===== config.mk =====
export PLATFORM = sky130hd
export DESIGN_NAME = comment_stripper
export DESIGN_NICKNAME = d
export VERILOG_FILES = /design/src/rtl/core/cstr_pkg.sv /design/src/rtl/core/cstr_scan.sv /design/src/rtl/core/cstr_obuf.sv /design/src/rtl/core/comment_stripper.sv
export SDC_FILE = /design/constraint.sdc
export NUM_CORES = 1
export LEC_CHECK = 0
export BUFFER_PORTS_ARGS = -buffer_cell sky130_fd_sc_hd__buf_2
export CORE_UTILIZATION = 30
export DETAILED_ROUTE_END_ITERATION = 10
export GPL_TIMING_DRIVEN = 1
export HOLD_SLACK_MARGIN = 0.06
export PLACE_DENSITY = 0.56
export SLEW_MARGIN = 20
export SYNTH_ARGS = -nofsm -noshare
export SYNTH_HDL_FRONTEND = slang
export SYNTH_SLANG_ARGS = --single-unit

===== constraint.sdc =====
create_clock -name clk_i -period 9.5 [get_ports clk_i]
set_input_delay 0.475 -clock clk_i [delete_from_list [all_inputs] [get_ports clk_i]]
set_output_delay 0.475 -clock clk_i [all_outputs]
set_load 0.05 [all_outputs]

===== src/rtl/core/cstr_pkg.sv =====
package cstr_pkg;

  // What a result item carries: a kept source byte or one of the two errors.
  typedef enum logic [1:0] {
    KIND_TEXT   = 2'd0,
    KIND_STRAY  = 2'd1,
    KIND_UNTERM = 2'd2
  } kind_e;

  localparam int unsigned OUT_LINE_W = 32;

  typedef struct packed {
    kind_e                   kind;
    logic [7:0]              data;
    logic [OUT_LINE_W-1:0]   line;
  } result_t;

  // One input byte gives at most two results; cnt holds how many (0 to 2).
  typedef struct packed {
    logic [1:0] cnt;
    result_t    r0;
    result_t    r1;
  } res_pair_t;

endpackage


===== src/rtl/core/cstr_scan.sv =====
module cstr_scan #(
  parameter int unsigned LINE_BITS = 32
) (
  input  logic                clk_i,
  input  logic                rst_ni,
  input  logic                step_i,
  input  logic [7:0]          byte_i,
  input  logic                last_i,
  output cstr_pkg::res_pair_t pair_o
);
  import cstr_pkg::*;

  typedef enum logic [1:0] {
    MODE_CODE  = 2'd0,
    MODE_LIT   = 2'd1,
    MODE_LINE  = 2'd2,
    MODE_BLOCK = 2'd3
  } mode_e;

  localparam logic [7:0] CH_SLASH  = 8'h2F;
  localparam logic [7:0] CH_STAR   = 8'h2A;
  localparam logic [7:0] CH_BSLASH = 8'h5C;
  localparam logic [7:0] CH_NL     = 8'h0A;
  localparam logic [7:0] CH_DQ     = 8'h22;
  localparam logic [7:0] CH_SQ     = 8'h27;

  localparam logic [LINE_BITS-1:0] LINE_ONE = LINE_BITS'(1);
  localparam logic [LINE_BITS-1:0] LINE_TOP = '1;

  mode_e                mode_q, mode_d;
  logic                 quote_sq_q, quote_sq_d;
  logic                 held_slash_q, held_slash_d;
  logic                 held_star_q, held_star_d;
  logic                 after_bs_q, after_bs_d;
  logic                 stopped_q, stopped_d;
  logic [LINE_BITS-1:0] cur_line_q, cur_line_d;
  logic [LINE_BITS-1:0] open_line_q, open_line_d;
  res_pair_t            pair;

  function automatic res_pair_t push(res_pair_t p, result_t r);
    res_pair_t q;
    q = p;
    if (p.cnt == 2'd0) begin
      q.r0 = r;
    end else begin
      q.r1 = r;
    end
    q.cnt = p.cnt + 2'd1;
    return q;
  endfunction

  function automatic result_t text_res(logic [7:0] b);
    result_t r;
    r.kind = KIND_TEXT;
    r.data = b;
    r.line = '0;
    return r;
  endfunction

  function automatic result_t err_res(kind_e k, logic [LINE_BITS-1:0] l);
    result_t r;
    r.kind = k;
    r.data = '0;
    r.line = OUT_LINE_W'(l);
    return r;
  endfunction

  always_comb begin
    logic run_plain;
    mode_d       = mode_q;
    quote_sq_d   = quote_sq_q;
    held_slash_d = held_slash_q;
    held_star_d  = held_star_q;
    after_bs_d   = after_bs_q;
    stopped_d    = stopped_q;
    cur_line_d   = cur_line_q;
    open_line_d  = open_line_q;
    pair         = '0;
    run_plain    = 1'b0;

    if (!stopped_q) begin
      unique case (mode_q)
        MODE_CODE: begin
          if (held_slash_q) begin
            held_slash_d = 1'b0;
            if (byte_i == CH_SLASH) begin
              mode_d = MODE_LINE;
            end else if (byte_i == CH_STAR) begin
              mode_d      = MODE_BLOCK;
              open_line_d = cur_line_q;
              held_star_d = 1'b0;
            end else begin
              pair      = push(pair, text_res(CH_SLASH));
              run_plain = 1'b1;
            end
          end else if (held_star_q) begin
            held_star_d = 1'b0;
            if (byte_i == CH_SLASH) begin
              pair      = push(pair, err_res(KIND_STRAY, cur_line_q));
              stopped_d = 1'b1;
            end else begin
              pair      = push(pair, text_res(CH_STAR));
              run_plain = 1'b1;
            end
          end else begin
            run_plain = 1'b1;
          end
        end
        MODE_LIT: begin
          pair = push(pair, text_res(byte_i));
          if (after_bs_q) begin
            after_bs_d = 1'b0;
          end else if (byte_i == CH_BSLASH) begin
            after_bs_d = 1'b1;
          end else if (byte_i == (quote_sq_q ? CH_SQ : CH_DQ)) begin
            mode_d = MODE_CODE;
          end
          if (byte_i == CH_NL && cur_line_q != LINE_TOP) begin
            cur_line_d = cur_line_q + LINE_ONE;
          end
        end
        MODE_LINE: begin
          if (byte_i == CH_NL) begin
            pair   = push(pair, text_res(byte_i));
            mode_d = MODE_CODE;
            if (cur_line_q != LINE_TOP) begin
              cur_line_d = cur_line_q + LINE_ONE;
            end
          end
        end
        MODE_BLOCK: begin
          if (held_star_q && byte_i == CH_SLASH) begin
            held_star_d = 1'b0;
            mode_d      = MODE_CODE;
          end else begin
            held_star_d = (byte_i == CH_STAR);
            if (byte_i == CH_NL) begin
              pair = push(pair, text_res(byte_i));
              if (cur_line_q != LINE_TOP) begin
                cur_line_d = cur_line_q + LINE_ONE;
              end
            end
          end
        end
        default: begin
          mode_d = MODE_CODE;
        end
      endcase

      // A code byte with nothing held in front of it.
      if (run_plain) begin
        if (byte_i == CH_SLASH) begin
          held_slash_d = 1'b1;
        end else if (byte_i == CH_STAR) begin
          held_star_d = 1'b1;
        end else begin
          pair = push(pair, text_res(byte_i));
          if (byte_i == CH_DQ || byte_i == CH_SQ) begin
            mode_d     = MODE_LIT;
            quote_sq_d = (byte_i == CH_SQ);
            after_bs_d = 1'b0;
          end else if (byte_i == CH_NL && cur_line_q != LINE_TOP) begin
            cur_line_d = cur_line_q + LINE_ONE;
          end
        end
      end

      // End of text: flush a held byte, report an open block comment, or start afresh.
      if (last_i && !stopped_d) begin
        if (mode_d == MODE_BLOCK) begin
          pair      = push(pair, err_res(KIND_UNTERM, open_line_d));
          stopped_d = 1'b1;
        end else begin
          if (mode_d == MODE_CODE && held_slash_d) begin
            pair = push(pair, text_res(CH_SLASH));
          end else if (mode_d == MODE_CODE && held_star_d) begin
            pair = push(pair, text_res(CH_STAR));
          end
          mode_d       = MODE_CODE;
          quote_sq_d   = 1'b0;
          held_slash_d = 1'b0;
          held_star_d  = 1'b0;
          after_bs_d   = 1'b0;
          cur_line_d   = LINE_ONE;
          open_line_d  = LINE_ONE;
        end
      end
    end
  end

  assign pair_o = pair;

  always_ff @(posedge clk_i or negedge rst_ni) begin
    if (!rst_ni) begin
      mode_q       <= MODE_CODE;
      quote_sq_q   <= 1'b0;
      held_slash_q <= 1'b0;
      held_star_q  <= 1'b0;
      after_bs_q   <= 1'b0;
      stopped_q    <= 1'b0;
      cur_line_q   <= LINE_ONE;
      open_line_q  <= LINE_ONE;
    end else if (step_i) begin
      mode_q       <= mode_d;
      quote_sq_q   <= quote_sq_d;
      held_slash_q <= held_slash_d;
      held_star_q  <= held_star_d;
      after_bs_q   <= after_bs_d;
      stopped_q    <= stopped_d;
      cur_line_q   <= cur_line_d;
      open_line_q  <= open_line_d;
    end
  end

  a_stop_sticky: assert property (@(posedge clk_i) disable iff (!rst_ni)
    stopped_q |=> stopped_q)
    else $error("scanner left the stopped state without a reset");

  a_stopped_silent: assert property (@(posedge clk_i) disable iff (!rst_ni)
    stopped_q |-> pair.cnt == 2'd0)
    else $error("scanner produced results after an error");

  a_error_last: assert property (@(posedge clk_i) disable iff (!rst_ni)
    step_i && pair.cnt == 2'd2 |-> pair.r0.kind == KIND_TEXT)
    else $error("an error result was followed by another result");

endmodule


===== src/rtl/core/cstr_obuf.sv =====
module cstr_obuf (
  input  logic                clk_i,
  input  logic                rst_ni,
  input  logic                load_i,
  input  cstr_pkg::res_pair_t pair_i,
  output logic                free_o,
  output logic                valid_o,
  input  logic                ready_i,
  output cstr_pkg::result_t   res_o,
  output logic                last_o
);
  import cstr_pkg::*;

  logic      res_v_q;
  logic      idx_q;
  res_pair_t pair_q;
  logic      is_last;

  assign is_last = (pair_q.cnt != 2'd2) || idx_q;
  assign free_o  = !res_v_q || (ready_i && is_last);
  assign valid_o = res_v_q;
  assign res_o   = idx_q ? pair_q.r1 : pair_q.r0;
  assign last_o  = is_last;

  always_ff @(posedge clk_i or negedge rst_ni) begin
    if (!rst_ni) begin
      res_v_q <= 1'b0;
      idx_q   <= 1'b0;
    end else if (load_i) begin
      res_v_q <= (pair_i.cnt != 2'd0);
      idx_q   <= 1'b0;
    end else if (res_v_q && ready_i) begin
      if (is_last) begin
        res_v_q <= 1'b0;
      end else begin
        idx_q <= 1'b1;
      end
    end
  end

  always_ff @(posedge clk_i) begin
    if (load_i) begin
      pair_q <= pair_i;
    end
  end

  a_load_free: assert property (@(posedge clk_i) disable iff (!rst_ni)
    load_i |-> free_o)
    else $error("result register loaded while a result was still pending");

  a_count_range: assert property (@(posedge clk_i) disable iff (!rst_ni)
    load_i |-> pair_i.cnt != 2'd3)
    else $error("more than two results for one input byte");

endmodule


===== src/rtl/core/comment_stripper.sv =====
// Comment stripper: removes line and block comments from a byte stream.
// An accepted request is held in the input register, scanned, and its results are
// loaded into the result register, from which they are handed out in order.
// Throughput: one byte per cycle while each byte gives at most one result and the
// output is ready; a byte with two results keeps the result register until both are out.
// Reset is asynchronous and active low: the scanner returns to plain code on line one.
module comment_stripper #(
  parameter int unsigned LINE_BITS = 32
) (
  input  logic        clk_i,
  input  logic        rst_ni,
  // in_byte [7:0]
  input  logic [7:0]  s_axis_tdata_i,
  input  logic        s_axis_tlast_i,
  input  logic        s_axis_tvalid_i,
  output logic        s_axis_tready_o,
  // out_byte [7:0], line_number [39:8]
  output logic [39:0] m_axis_tdata_o,
  // result_kind [1:0]
  output logic [1:0]  m_axis_tuser_o,
  output logic        m_axis_tlast_o,
  output logic        m_axis_tvalid_o,
  input  logic        m_axis_tready_i
);
  import cstr_pkg::*;

  // Input register: each accepted request waits here until the scanner steps on it.
  logic       in_v_q;
  logic [7:0] in_byte_q;
  logic       in_last_q;

  logic       advance;
  logic       out_free;
  res_pair_t  pair;
  result_t    res;

  // The registered byte moves on as soon as the result register can take
  // everything it produces, so a new request can enter in the same cycle.
  assign advance         = in_v_q && out_free;
  assign s_axis_tready_o = !in_v_q || advance;

  always_ff @(posedge clk_i or negedge rst_ni) begin
    if (!rst_ni) begin
      in_v_q <= 1'b0;
    end else if (s_axis_tvalid_i && s_axis_tready_o) begin
      in_v_q <= 1'b1;
    end else if (advance) begin
      in_v_q <= 1'b0;
    end
  end

  always_ff @(posedge clk_i) begin
    if (s_axis_tvalid_i && s_axis_tready_o) begin
      in_byte_q <= s_axis_tdata_i;
      in_last_q <= s_axis_tlast_i;
    end
  end

  // Scanner: mode state, held characters and line counters, one byte per step.
  cstr_scan #(
    .LINE_BITS (LINE_BITS)
  ) u_scan (
    .clk_i  (clk_i),
    .rst_ni (rst_ni),
    .step_i (advance),
    .byte_i (in_byte_q),
    .last_i (in_last_q),
    .pair_o (pair)
  );

  // Result register: holds up to two results and hands them out in order.
  cstr_obuf u_obuf (
    .clk_i   (clk_i),
    .rst_ni  (rst_ni),
    .load_i  (advance),
    .pair_i  (pair),
    .free_o  (out_free),
    .valid_o (m_axis_tvalid_o),
    .ready_i (m_axis_tready_i),
    .res_o   (res),
    .last_o  (m_axis_tlast_o)
  );

  assign m_axis_tdata_o = {res.line, res.data};
  assign m_axis_tuser_o = res.kind;

  a_hold_input: assert property (@(posedge clk_i) disable iff (!rst_ni)
    in_v_q && !advance |=> in_v_q && $stable(in_byte_q) && $stable(in_last_q))
    else $error("registered request lost before it was scanned");

endmodule

### Word level (Yosys, flattened, before mapping)

Cells that the tools add are included.

* input port bits: 13
* flip-flop bits (word level): 169

* $add $sub $neg: 3
* bitwise logic cells: 1
* reduce and logical (&&, ||, !) cells: 27
* equality and inequality tests: 14
* mux-type cells: 117

Operators with widths (count)
* 2-to-1 mux 86 bit: 14
* 2-to-1 mux 32 bit: 17
* 2-to-1 mux 42 bit: 9
* case mux 86 bit (4 select lines): 1
* 2-to-1 mux 85 bit: 2
* case mux 32 bit (3 select lines): 1
* 2-to-1 mux 83 bit: 1
* 2-to-1 mux 1 bit: 54
* adder 32 x 1 -> 32 bit, second input constant: 1
* equality test 8 x 6 -> 1 bit, second input constant: 4
* != test 32 bit, second input constant: 1
* 2-to-1 mux 2 bit: 15
* logical AND 1 bit: 9
* equality test 8 x 4 -> 1 bit, second input constant: 1
* equality test 8 x 7 -> 1 bit, second input constant: 1
* equality test 8 bit: 1
* logical NOT 2 bit: 4
* case mux 2 bit (4 select lines): 1
* nonzero test 2 bit: 4
* equality test 2 bit, second input constant: 3
* AND reduction 2 bit: 3
* adder 2 x 1 -> 2 bit, second input constant: 2
* logical OR 1 bit: 4
* != test 2 bit, second input constant: 2
* other kinds (5): 7

### Depth between registers and ports, before layout

* depth after elaboration: 21
* mapped depth: 15
* mapped depth without buffers: 13

### Cells and area by module

Synthesis repeated with hierarchy kept, for this count alone.

* cell total of the unflattened synthesis: 950
* area, all modules: 9472.8 um^2

By module, submodules not included
* cstr_scan: seq. area each 1779.2 um^2, area each 5954.5 um^2, cells an instance 794, times used 1
* cstr_obuf: seq. area each 2632.5 um^2, area each 3188.1 um^2, cells an instance 142, times used 1
* comment_stripper: seq. area each 295.3 um^2, area each 330.3 um^2, cells an instance 14, times used 1

### Least setup slack after synthesis

No wires, ideal clock.

* path type: register -> register
* from: register in_byte_q[4]
* to: register u_obuf.pair_q[64] (netlist name) (data pin)
* cell stages (with the launch flop): 13
* library setup time: 0.132 ns
* arrival: 3.213 ns
* slack: 6.155 ns
* cell sequence: edfxtp_1 > nor4b_4 > a41oi_2 > o211ai_1 > nand3_1 > ha_1 > mux2_2 > inv_1 > ha_1 > nand4_1 > a21oi_1 > clkbuf_1 > a22o_1

* word-level cells in the longest chain between the ends: 17

Ends and longest elaborated chain
* start, declared: RTL line comment_stripper.sv:29 `logic [7:0] in_byte_q;`
* start signal, assigned: RTL line comment_stripper.sv:54 `in_byte_q <= s_axis_tdata_i;`
* equality test 8 x 6 -> 1 bit: RTL line cstr_scan.sv:88, cstr_scan.sv:136, cstr_scan.sv:154
* 2-to-1 mux 85 bit: RTL line cstr_scan.sv:88 `end else if (byte_i == CH_STAR) begin`
* 2-to-1 mux 86 bit: RTL line cstr_scan.sv:86 `if (byte_i == CH_SLASH) begin`
* 2-to-1 mux 86 bit: RTL line cstr_scan.sv:84 `if (held_slash_q) begin`
* case mux 86 bit (4 select lines): RTL line cstr_scan.sv:82 `unique case (mode_q)`
* 2-to-1 mux 86 bit: RTL line cstr_scan.sv:81 `if (!stopped_q) begin`
* adder 2 x 1 -> 2 bit or logical NOT 2 bit (tied branches): RTL line cstr_scan.sv:48, cstr_scan.sv:43
* 2-to-1 mux 86 bit or 2-to-1 mux 42 bit (tied branches): RTL line cstr_scan.sv:154, cstr_scan.sv:43
* 2-to-1 mux 86 bit (on tied branches): RTL line cstr_scan.sv:152, cstr_scan.sv:154
* 2-to-1 mux 86 bit (on tied branches): RTL line cstr_scan.sv:151, cstr_scan.sv:152
* 2-to-1 mux 86 bit (on tied branches): RTL line cstr_scan.sv:81, cstr_scan.sv:151
* logical NOT 2 bit or 2-to-1 mux 86 bit (tied branches): RTL line cstr_scan.sv:43, cstr_scan.sv:81
* 2-to-1 mux 42 bit: RTL line cstr_scan.sv:43 `if (p.cnt == 2'd0) begin`
* 2-to-1 mux 86 bit: RTL line cstr_scan.sv:176 `end else if (mode_d == MODE_CODE && held_star_d) begin`
* 2-to-1 mux 86 bit: RTL line cstr_scan.sv:174 `if (mode_d == MODE_CODE && held_slash_d) begin`
* 2-to-1 mux 86 bit: RTL line cstr_scan.sv:170 `if (mode_d == MODE_BLOCK) begin`
* 2-to-1 mux 86 bit (*): RTL line cstr_scan.sv:169 `if (last_i && !stopped_d) begin`
* end signal, assigned: RTL line cstr_obuf.sv:43 `pair_q <= pair_i;`
* end, declared: RTL line cstr_obuf.sv:16 `res_pair_t pair_q;`

Mark *: on every way between the ends. The rest lies on a longest branch, timed or not. The select of a mux whose other input is x is not followed.
A chain may end at the register's enable or synchronous reset.

### Worst setup path after layout

* from: register u_scan.mode_q[0]
* to: register u_obuf.pair_q[66] (netlist name) (data pin)

* word-level cells in the longest chain between the ends: 15

Ends and longest elaborated chain
* start, declared: RTL line cstr_scan.sv:30 `mode_e mode_q, mode_d;`
* start signal, assigned: RTL line cstr_scan.sv:204 `mode_q <= mode_d;`
* branches (longest 14 deep; another with adder 2 x 1 -> 2 bit)
* 2-to-1 mux 86 bit (*): RTL line cstr_scan.sv:169

Every way passes the cells marked *. The select of a mux whose other input is x is not followed.

==> impl_metrics.yaml <==
placed_design:
  routabilityCongestion: 0.8924
  io_buffers: 57
  dpl_cell_area_um2: 9698
  hpwl_um: 15470
outcome:
  status: "complete, no violations"
clock_tree:
  root_buffer: "clkbuf_16"
  htreeDepth: 4
  cts-buffers-inserted: 17
  cts_resized: 0
  cts_hold_buffers: 0
  tritoncts: "built"
  cts_setup_buffers: 0
  clockBufferDepth: 2
  clock-sinks: 168
  insertion_delay_ps: 440
  clk_pin_slew_ps: 70
finish:
  syn2layout_area_growth_pct: 14.10
  utilization: 0.3482
  antennaDiodeCount: 0
  drive_gt1_frac: 0.1834
  layout_common_cells: "nand2_1, edfxtp_1, a22o_1, dfrtp_1, a21oi_1"
  layout.nets: 934
  fin_area_um2: 10350
  layout_commonest_cell: "nand2_1"
min_path:
  min_path_type: "in2async"
global_route:
  grt_pass1_vias: 6938
  grt-ovfl-total: 0
  grt_usage: 0.1586
  grt_pass1_wl_um: 38220
  grt_max_degree: 75
  antenna_found_initial: 0
pwr:
  ir_drop_mv: 0.09487
  p_leak_nw: 4.032
  power_density_nw_per_um2: 152.3
floorplanning:
  die_x_um: 175.9
  initial_core_util: 0.3051
  pin_count: 58
  coreArea_um2: 29720
  dieHeight_um: 175.9
  die-area_um2: 30920
  row_count: 63
sta:
  rsz0062_at_grt: "no"
  tightest_slew_ps: 990.0
  final-setup-viol-count: 0
  finalSetupTns_ps: 0
  drv_slew: 0
  max_freq_mhz: 245.1
  fin_skew_ps: 16.27
  post-route-min-period_ps: 4080
  slew_headroom: 0.3307
  final-hold-violation-count: 0
  period_share: 0.4295
routing:
  final_antenna_net_count: 0
  dr.pass1.iters: 5
  wl_met2_um: 11510
  post-route-drc-count: 0
  wl_met3_um: 1067
  drtIter0Drc: 599
  via_per_inst: 5.489
  top_layer: "met4"
  routedWlPerCell_um: 18.27
  met1_length_um: 10990
  routed_wl_um: 24060
  route.vias.total: 7229
synth:
  yosys.area_share.adder: 0.009659
  synth_seq_area_share: 0.5158
  syn_area_um2: 9067
  netlist.area_leader.share: 0.3113
  synth_seq_cells: 168
  synth_simple_gate_area_share: 0.1619
  syn_nets: 912
  synth_top_family_by_area: "compound AO/OA/AOI/OAI gates"
  synth_mux_area_frac: 0.05326
  yosysWarnings: 0
  synth_area_per_cell_um2: 10.17
  synth_top_flop_cell: "edfxtp_1"
  synth-compound-area-share: 0.2140
  synth_cells: 892
  synth_edf_count: 94
  synth_area_leader_cell: "edfxtp_1"
  async_flop_share: 0.4405
  synth_xor_area_frac: 0.006761
  synth.distinct_cells: 71
  synthTopCellsByArea: "edfxtp_1, dfrtp_1, a22o_1"
job:
  drv_cap: 0
setup_path:
  crit_family: "adder cells"
  cp_slowest_cell: "ha_1"
  required_ps: 9800
  r2r_slack_ps: 5420
  r2r_cells: 13
  arrival_ps: 4380
  critPathLaunchType: "flop"
  crit_path_max_fanout: 32
  reg2reg_to: "u_obuf.pair_q[66]"
  regToRegStartpoint: "u_scan.mode_q[0]"
  cpPeakStageDelay_ps: 660
  worstSetupEndpointType: "flop"
  path_class: "reg2reg"
  crit_chain: "inv_1, ha_1, inv_1, o211ai_1, nand3_1, ha_1, mux2_2, inv_1, ha_1, nand2_1, nor4_4, buf_4, a22o_1"
  cp_num_buf_inv: 4
-- registers in the layout, indices dropped and copies added, names as in the netlist --
signal               count
in_v_q                   1
u_scan.stopped_q         1
u_obuf.valid_o           1
u_scan.quote_sq_q        1
u_obuf.idx_q             1
u_scan.after_bs_q        1
in_byte_q                8
u_scan.cur_line_q       32
u_scan.held_star_q       1
u_obuf.pair_q           85
u_scan.held_slash_q      1
u_scan.mode_q            2
u_scan.open_line_q      32
in_last_q                1
-- per-layer routing --
metal  GRT usage  vias to the layer above
met5           0                        -
met4     0.05616                        0
met3     0.02727                       36
met2      0.2619                      216
met1      0.2084                     3581
li1            -                     3396
-- cells in the mapped netlist, types with 20 or more instances --
cell        n
nand2_1   136
a21oi_1    59
dfrtp_1    72
o21ai_0    49
mux2_2     42
inv_1      20
nor2_1     40
a22o_1     72
edfxtp_1   94
clkbuf_1   45
nand3_1    26
-- cell families after synthesis --
family,Yosys count
buffers and inverters,87
AO/OA/AOI/OAI,276
XOR/XNOR,7
adder cells (fa/ha/maj),7
AND/OR/NAND/NOR,304
flip-flops,168
multiplexers,43
-- layout make-up --
| cell class | instances | area, µm² |
|---|---|---|
| repair buffers | 70 | 389.1 |
| fillers | 2939 | 19370 |
| well taps | 390 | 488.0 |
| inverters | 20 | 76.32 |
| clock buffers | 18 | 429.2 |
| clock inverters | 14 | 207.7 |
| flip-flops and latches | 168 | 4678 |
| multi-input cells | 637 | 4078 |
-- power breakdown --
| group | switching [mW] | leakage, nW | internal (mW) |
|---|---|---|---|
| clock network | 0.313 | 0.310 | 0.448 |
| registers | 0.00787 | 2.08 | 0.773 |
| logic | 0.0255 | 1.64 | 0.00778 |
| total | 0.346 | 4.03 | 1.23 |
-- stage by stage --
stage,setup WS [ps],instances,total power [mW],hold slack (ps)
global placement,5672,1285,0.8301,480.6
global route,5109,1317,1.623,137.4
floorplan,6155,892,0.8132,179.4
detailed placement,5514,1285,0.8305,479.9
finish,5420,1317,1.576,25.32
CTS,5502,1317,1.590,191.9
-- worst max path at each step --
| stage | start | cells past startpoint | to |
|---|---|---|---|
| finish | u_scan.mode_q[0] | 13 | u_obuf.pair_q[66] |
| global route | u_scan.mode_q[0] | 13 | u_obuf.pair_q[43] |
| CTS | u_scan.mode_q[0] | 13 | u_obuf.pair_q[66] |
| detailed placement | u_scan.mode_q[0] | 13 | u_obuf.pair_q[66] |
| global placement | u_scan.mode_q[0] | 13 | u_obuf.pair_q[58] |
| floorplan | in_byte_q[4] | 12 | u_obuf.pair_q[64] |
Note: power is estimated with default switching activity, not from simulation.
